## config.mk

```make
export PLATFORM = sky130hd
export DESIGN_NAME = dvrt_ctrl
export DESIGN_NICKNAME = d
export VERILOG_FILES = /design/src/hdl/dvrt_pkg.sv /design/src/hdl/dvrt_ctrl.sv
export SDC_FILE = /design/constraint.sdc
export NUM_CORES = 1
export LEC_CHECK = 0
export ABC_AREA = 1
export BUFFER_PORTS_ARGS = -buffer_cell sky130_fd_sc_hd__buf_4
export CAP_MARGIN = 20
export CORE_MARGIN = 1
export CORE_UTILIZATION = 40
export DETAILED_ROUTE_END_ITERATION = 10
export PLACE_DENSITY_LB_ADDON = 0.2
export SYNTH_ARGS = -nofsm -noshare
export SYNTH_HDL_FRONTEND = slang
export SYNTH_SLANG_ARGS = --single-unit
```

## constraint.sdc

```tcl
create_clock -name clk -period 1.6 [get_ports clk]
set_input_delay 0.24 -clock clk [delete_from_list [all_inputs] [get_ports clk]]
set_output_delay 0.24 -clock clk [all_outputs]
set_load 0.02 [all_outputs]
```

## src/hdl/dvrt_pkg.sv

```systemverilog
// ----------------------------------------------------------------------------
// dvrt_pkg
// Shared types and constants of the distance-vector route table core.
// ----------------------------------------------------------------------------
`default_nettype none

package dvrt_pkg;

  localparam int MAX_NODES = 16;
  localparam int NODE_W    = $clog2(MAX_NODES);
  localparam int NCNT_W    = 5;
  localparam int COST_W    = 16;
  localparam int TTL_W     = 17;
  localparam int HOP_W     = 5;
  localparam int ADDR_W    = 2 * NODE_W;
  localparam int CFG_IDX_W = 2;
  localparam int CFG_W     = 16;

  // request kinds
  typedef enum logic [1:0] {
    FN_ENTRY = 2'd0,
    FN_END   = 2'd1,
    FN_TICK  = 2'd2,
    FN_INIT  = 2'd3
  } func_t;

  // configuration register indexes
  localparam logic [CFG_IDX_W-1:0] CFG_INF  = 2'd0;
  localparam logic [CFG_IDX_W-1:0] CFG_TTL  = 2'd1;
  localparam logic [CFG_IDX_W-1:0] CFG_NCNT = 2'd2;
  localparam logic [CFG_IDX_W-1:0] CFG_MASK = 2'd3;

  typedef enum logic [3:0] {
    ST_IDLE,
    ST_BUILD,
    ST_SETUP,
    ST_RP_LATCH,
    ST_RP_RUN,
    ST_RP_DRAIN,
    ST_RX_LATCH,
    ST_RX_RUN,
    ST_RX_DRAIN,
    ST_EMIT
  } state_t;

  // controller to datapath
  typedef struct packed {
    logic              accept;
    logic              build_wr;
    logic              setup;
    logic              rp_latch;
    logic              rp_issue;
    logic              rx_latch;
    logic              rx_issue;
    logic              emit;
    logic [NODE_W-1:0] i;
    logic [NODE_W-1:0] j;
  } cmd_t;

  // datapath to controller
  typedef struct packed {
    logic [NODE_W-1:0] n_m1;
    logic              end_ok;
    logic              tick_expire;
  } stat_t;

endpackage

`default_nettype wire

```

## src/hdl/dvrt_ctrl.sv

```systemverilog
// ----------------------------------------------------------------------------
// dvrt_ctrl
// Sequencer: walks build, repair, relaxation and emission loops.
// ----------------------------------------------------------------------------
`default_nettype none

module dvrt_ctrl (
  input  wire logic                  clk,
  input  wire logic                  rst_n,
  input  wire logic                  start,
  input  wire logic [1:0]            in_func,
  input  wire dvrt_pkg::stat_t       stat,
  output dvrt_pkg::cmd_t             cmd,
  output logic                       busy
);

  dvrt_pkg::state_t state_r, state_nxt;
  logic [dvrt_pkg::NODE_W-1:0] i_r, i_nxt, j_r, j_nxt;
  logic accept;
  logic j_last, i_last;

  assign accept = start && (state_r == dvrt_pkg::ST_IDLE);
  assign j_last = (j_r == stat.n_m1);
  assign i_last = (i_r == stat.n_m1);

  // state and loop counters
  always_ff @(posedge clk) begin
    if (!rst_n) begin
      state_r <= dvrt_pkg::ST_IDLE;
      i_r     <= '0;
      j_r     <= '0;
    end else begin
      state_r <= state_nxt;
      i_r     <= i_nxt;
      j_r     <= j_nxt;
    end
  end

  // next state
  always_comb begin
    state_nxt = state_r;
    i_nxt     = i_r;
    j_nxt     = j_r;
    case (state_r)
      dvrt_pkg::ST_IDLE: begin
        if (accept) begin
          case (dvrt_pkg::func_t'(in_func))
            dvrt_pkg::FN_END: begin
              if (stat.end_ok) state_nxt = dvrt_pkg::ST_RP_LATCH;
            end
            dvrt_pkg::FN_TICK: begin
              if (stat.tick_expire) begin
                state_nxt = dvrt_pkg::ST_EMIT;
                j_nxt     = '0;
              end
            end
            dvrt_pkg::FN_INIT: begin
              i_nxt = dvrt_pkg::NODE_W'(1);
              j_nxt = '0;
              if (stat.n_m1 == '0) state_nxt = dvrt_pkg::ST_SETUP;
              else                 state_nxt = dvrt_pkg::ST_BUILD;
            end
            default: ;
          endcase
        end
      end
      dvrt_pkg::ST_BUILD: begin
        if (j_last) begin
          j_nxt = '0;
          if (i_last) state_nxt = dvrt_pkg::ST_SETUP;
          else        i_nxt     = i_r + 1'b1;
        end else begin
          j_nxt = j_r + 1'b1;
        end
      end
      dvrt_pkg::ST_SETUP: begin
        state_nxt = dvrt_pkg::ST_RX_LATCH;
        i_nxt     = '0;
      end
      dvrt_pkg::ST_RP_LATCH: begin
        state_nxt = dvrt_pkg::ST_RP_RUN;
        j_nxt     = '0;
      end
      dvrt_pkg::ST_RP_RUN: begin
        if (j_last) state_nxt = dvrt_pkg::ST_RP_DRAIN;
        else        j_nxt     = j_r + 1'b1;
      end
      dvrt_pkg::ST_RP_DRAIN: begin
        state_nxt = dvrt_pkg::ST_RX_LATCH;
        i_nxt     = '0;
      end
      dvrt_pkg::ST_RX_LATCH: begin
        state_nxt = dvrt_pkg::ST_RX_RUN;
        j_nxt     = '0;
      end
      dvrt_pkg::ST_RX_RUN: begin
        if (j_last) state_nxt = dvrt_pkg::ST_RX_DRAIN;
        else        j_nxt     = j_r + 1'b1;
      end
      dvrt_pkg::ST_RX_DRAIN: begin
        if (i_last) begin
          state_nxt = dvrt_pkg::ST_EMIT;
          j_nxt     = '0;
        end else begin
          state_nxt = dvrt_pkg::ST_RX_LATCH;
          i_nxt     = i_r + 1'b1;
        end
      end
      dvrt_pkg::ST_EMIT: begin
        if (j_last) state_nxt = dvrt_pkg::ST_IDLE;
        else        j_nxt     = j_r + 1'b1;
      end
      default: state_nxt = dvrt_pkg::ST_IDLE;
    endcase
  end

  // command decode
  always_comb begin
    cmd          = '0;
    cmd.i        = i_r;
    cmd.j        = j_r;
    cmd.accept   = accept;
    cmd.build_wr = (state_r == dvrt_pkg::ST_BUILD);
    cmd.setup    = (state_r == dvrt_pkg::ST_SETUP);
    cmd.rp_latch = (state_r == dvrt_pkg::ST_RP_LATCH);
    cmd.rp_issue = (state_r == dvrt_pkg::ST_RP_RUN);
    cmd.rx_latch = (state_r == dvrt_pkg::ST_RX_LATCH);
    cmd.rx_issue = (state_r == dvrt_pkg::ST_RX_RUN);
    cmd.emit     = (state_r == dvrt_pkg::ST_EMIT);
    busy         = (state_r != dvrt_pkg::ST_IDLE);
  end

endmodule

`default_nettype wire

```

Word-level counts from Yosys, hierarchy flattened

Index checks and enable logic that the tools add are counted.

Flip-flop bits (word level): 12
Input port bits: 11

Add/sub/neg operators: 2
Eq/ne operators: 27
Multiplexer cells: 24
Reduce and logical (&&, ||, !) cells: 12

Operator list:

| operator                                              | count |
|---|---|
| two-way mux 4 bit                                     | 18 |
| one-hot mux 4 bit (9 select lines)                    | 1 |
| one-hot mux 4 bit (5 select lines)                    | 1 |
| == test 4 x 3 -> 1 bit, second input constant         | 4 |
| one-hot mux 4 bit (4 select lines)                    | 1 |
| inequality test 2 x 1 -> 1 bit, second input constant | 6 |
| one-hot mux 4 bit (3 select lines)                    | 1 |
| AND reduction 9 bit                                   | 1 |
| adder 4 x 1 -> 4 bit, second input constant           | 2 |
| == test 4 x 2 -> 1 bit, second input constant         | 2 |
| == test 4 bit                                         | 2 |
| == test 4 bit, second input constant                  | 2 |
| logical NOT 4 bit                                     | 2 |
| one-hot mux 4 bit (2 select lines)                    | 1 |
| nonzero test 4 bit                                    | 2 |
| inequality test 2 bit, second input constant          | 3 |
| inequality test 3 bit, second input constant          | 2 |
| AND reduction 6 bit                                   | 1 |
| nonzero test 5 bit                                    | 1 |
| == test 2 bit, second input constant                  | 2 |
| == test 4 x 1 -> 1 bit, second input constant         | 1 |
| inequality test 4 x 1 -> 1 bit, second input constant | 1 |
| AND reduction 4 bit                                   | 1 |
| OR reduction 2 bit                                    | 2 |
| 5 further kinds                                       | 5 |

Logic depth before layout (Yosys ltp)

Depth in word-level cells: 5
Gate-level depth with buffers: 11
Mapped depth without buffers: 11

Worst setup path before layout

Ideal clock, no wire load.

Kind: register -> register
Start: reg i_r[1] (netlist bit)
End: reg j_r[0] (netlist bit)
Library setup time: 114 ps
Arrival time: 1325 ps
Required time: 1486 ps
Path slack: 162 ps
Cell stages (with the launch flop): 10
Buffers on the path: 0
Period minus slack after synthesis: 1438 ps
Cell sequence: dfxtp_1 inv_1 nand2_1 nand2_1 nor2_2 nand2_2 a21oi_4 nand2_2 a21oi_1 nor2_1

Word-level cells in the longest chain between the ends: 3

Ends and longest elaborated chain:

| what                            | line            | RTL |
|---|---|---|
| from (decl)                     | dvrt_ctrl.sv:18 | `logic [dvrt_pkg::NODE_W-1:0] i_r, i_nxt, j_r, j_nxt;` |
| from (signal assigned)          | dvrt_ctrl.sv:34 | `i_r <= i_nxt;` |
| == test 4 bit                   | dvrt_ctrl.sv:24 | `assign i_last = (i_r == stat.n_m1);` |
| inequality test 2 bit (no line) | -               |  |
| AND reduction 6 bit (no line)   | -               |  |
| to (signal assigned)            | dvrt_ctrl.sv:35 | `j_r <= j_nxt;` |
| to (decl)                       | dvrt_ctrl.sv:18 |  |

Every way passes these cells.
A chain may end at the register's enable or synchronous reset.

==> flow_metrics.tcl <==
set metrics [dict create \
    status "finished clean" \
    via_count 1238 \
    endpoint "cmd[11]" \
    clk_latency_ns 0.28 \
    drcViolationCount 0 \
    h-tree-depth 1 \
    rr_endpoint "state_r[1]$_SDFFE_PN0P_" \
    synth_top_cell_area_share_pct 23.3 \
    num_io_pins 28 \
    hpwl_um 2170 \
    ys_ff_latch 12 \
    worst_slack_ns 0.0576 \
    period_share_pct 96.4 \
    std_cell_rows 18 \
    finClkSkew_ns 0.00424 \
    cts_buffer_depth 2 \
    nFillCells 252 \
    grt_pass1_vias 1066 \
    wl_per_cell_um 10.5 \
    synth_area_leader_cell "nand2_1" \
    yosysSeqAreaShare_pct 21.6 \
    synth_area_leaders "nand2_1 (23%), dfxtp_1 (22%), inv_1 (10%), nand3_1 (6.8%), nor2_1 (6.1%)" \
    drt_iter0_markers 35 \
    drt-pass1-iter-count 4 \
    totalPowerFinal_mw 2.58 \
    place_ws_ns 0.117 \
    syn_to_final_growth_pct 28.6 \
    vias_per_cell 4.78 \
    clkTransAtPathRegs_ns 0.08 \
    gr-usage-all-layers_pct 20.7 \
    synth_cell_types 22 \
    globalRouteOverflowTotal 0 \
    drive_gt1_share_pct 27.9 \
    place_area_um2 1360 \
    finalSetupTns_ns 0 \
    crit_path_end_kind "output pin" \
    antenna_cells 0 \
    whs_ns 0.241 \
    path_max_fanout 4 \
    r2r_slack_ns 0.11 \
    r2r_cells 10 \
    startpoint_type "flop" \
    r2r_start "j_r[0]$_SDFFE_PN0P_" \
    finalInstanceArea_um2 1430 \
    cts-root-buf "clkbuf_4" \
    die_height_um 54.7 \
    yosysWarningCount 0 \
    die_w_um 54.7 \
    synth_area_um2 1110 \
    drv_cap 0 \
    cts_buffers 3 \
    finalHoldViolCount 0 \
    tightest_slew_ns 0.330 \
    clock-sinks 12 \
    ant_nets 0 \
    power_leakage_nw 0.802 \
    crit_start "state_r[0]$_SDFFE_PN0P_" \
    crit_required_ns 1.36 \
    synth.net_count 210 \
    grt_max_degree 8 \
    netlist_instances 197 \
    dieArea_um2 2990 \
    antenna_found_initial 0 \
    start_util_pct 43.6 \
    grt_first_pass_wirelength_um 4460 \
    cts_tree "done" \
    clock.fmax_mhz 648 \
    slew_headroom_pct 77.9 \
    worstHoldPathType "input port to flop" \
    routabilityCongestion 0.854 \
    finalMaxSlewViolations 0 \
    wl_um 2710 \
    setup_viol 0 \
    peakVddDrop_mv 1.06 \
    crit_type "flop to output pin" \
    grt_setup_unrepaired "no" \
    fin_nets 243 \
    io_buffers 27 \
    power_density_nw_per_um2 1810 \
    syn_area_per_cell_um2 5.63 \
    postCtsSetupRepairBufs 0 \
    cts_hold_repair.buffers 0 \
    core_area_um2 2540 \
    post-route-min-period_ns 1.54 \
    cts_resized 0 \
    crit_arrival_ns 1.30 \
]
-- cells in the final DEF, fill, tap and decap left out, types with 2 or more instances in the layout --
| master | Yosys | final |
|---|---|---|
| nand2_1 | 69 | 69 |
| inv_1 | 31 | 29 |
| buf_4 | 1 | 29 |
| nor2_1 | 18 | 18 |
| nand3_1 | 15 | 15 |
| a21oi_1 | 11 | 11 |
| nand2_2 | 8 | 7 |
| dfxtp_1 | 12 | 7 |
| inv_2 | 4 | 6 |
| nand4_1 | 5 | 5 |
| dfxtp_2 | 0 | 5 |
| nor2_4 | 1 | 4 |
| nor2_2 | 6 | 3 |
| o21ai_0 | 3 | 3 |
| clkbuf_4 | 0 | 3 |
| nand3_2 | 2 | 2 |
| xor2_1 | 2 | 2 |
| nor3_1 | 2 | 2 |
| ha_1 | 2 | 2 |
-- how the worst min path moves through the flow --
stage	start	endpoint	slack (ns)	cells after the start
after floorplan	rst_n	j_r[3]$_SDFFE_PN0P_	0.36	2
after global placement	state_r[0]$_SDFFE_PN0P_	state_r[0]$_SDFFE_PN0P_	0.49	2
after detailed placement	state_r[0]$_SDFFE_PN0P_	state_r[0]$_SDFFE_PN0P_	0.50	2
after CTS	rst_n	i_r[0]$_SDFFE_PN0P_	0.24	3
after global routing	rst_n	j_r[1]$_SDFFE_PN0P_	0.24	3
final	rst_n	j_r[1]$_SDFFE_PN0P_	0.24	3
-- Yosys cell counts --
cell / count
buf_4: 1
nand3_2: 2
a21oi_1: 11
nor2_1: 18
nand3_1: 15
inv_1: 31
o21ai_0: 3
nand4_1: 5
nand3_4: 1
nor2_2: 6
dfxtp_1: 12
nor2_4: 1
o21ai_2: 1
nand2_2: 8
nand2_1: 69
o21ai_1: 1
a21oi_4: 1
xnor2_1: 1
ha_1: 2
nor3_1: 2
inv_2: 4
xor2_1: 2
-- kinds of logic after synthesis --
logic type,Yosys count,synth area share (%)
xor+xnor,3,2.37
flops,12,21.6
buf+inv,36,12.5
simple gates,127,52.2
compound gates,17,9.02
fa+ha+maj,2,2.25
-- final cells by class --
cell class	instances	area, um^2	area share (%)
multi-input combinational	149	758	53.1
timing repair buffer	29	218	15.2
clock buffer	4	36.3	2.54
tap	30	37.5	2.63
inverter	35	131	9.20
sequential	12	246	17.3
-- registers in the layout, summed over array words and instances, names as in the netlist --
name,flops
i_r,4
j_r,4
state_r,4
-- power breakdown --
group          switching, mW  total (mW)  internal [mW]
clock                  0.110       0.248          0.139
sequential            0.0903       0.474          0.384
combinational           1.18        1.86          0.672
total                   1.38        2.58           1.19
-- stage by stage --
step	instances	utilization, %
3_3_place_gp	255	53.3
6_report	259	56.1
3_5_place_dp	255	53.3
4_1_cts	259	54.8
2_1_floorplan	197	-
5_1_grt	259	56.1
-- per-layer routing --
| metal | vias up | share of wire (%) | routed length (um) | global-route usage (%) |
|---|---|---|---|---|
| met1 | 533 | 49 | 1330 | 26.5 |
| met3 | 4 | 3.7 | 101 | 5.56 |
| met4 | 0 | 0.63 | 17 | 4.70 |
| met5 | - | 0 | 0 | 0 |
| li1 | 677 | - | - | - |
| met2 | 24 | 47 | 1260 | 34.1 |
-- critical path, stage by stage (launching register included) --
cell     delay (ns)
dfxtp_1        0.35
nor2_1         0.23
nand2_1        0.15
inv_1          0.14
buf_4          0.16
Note: power is estimated with default switching activity, not from simulation.
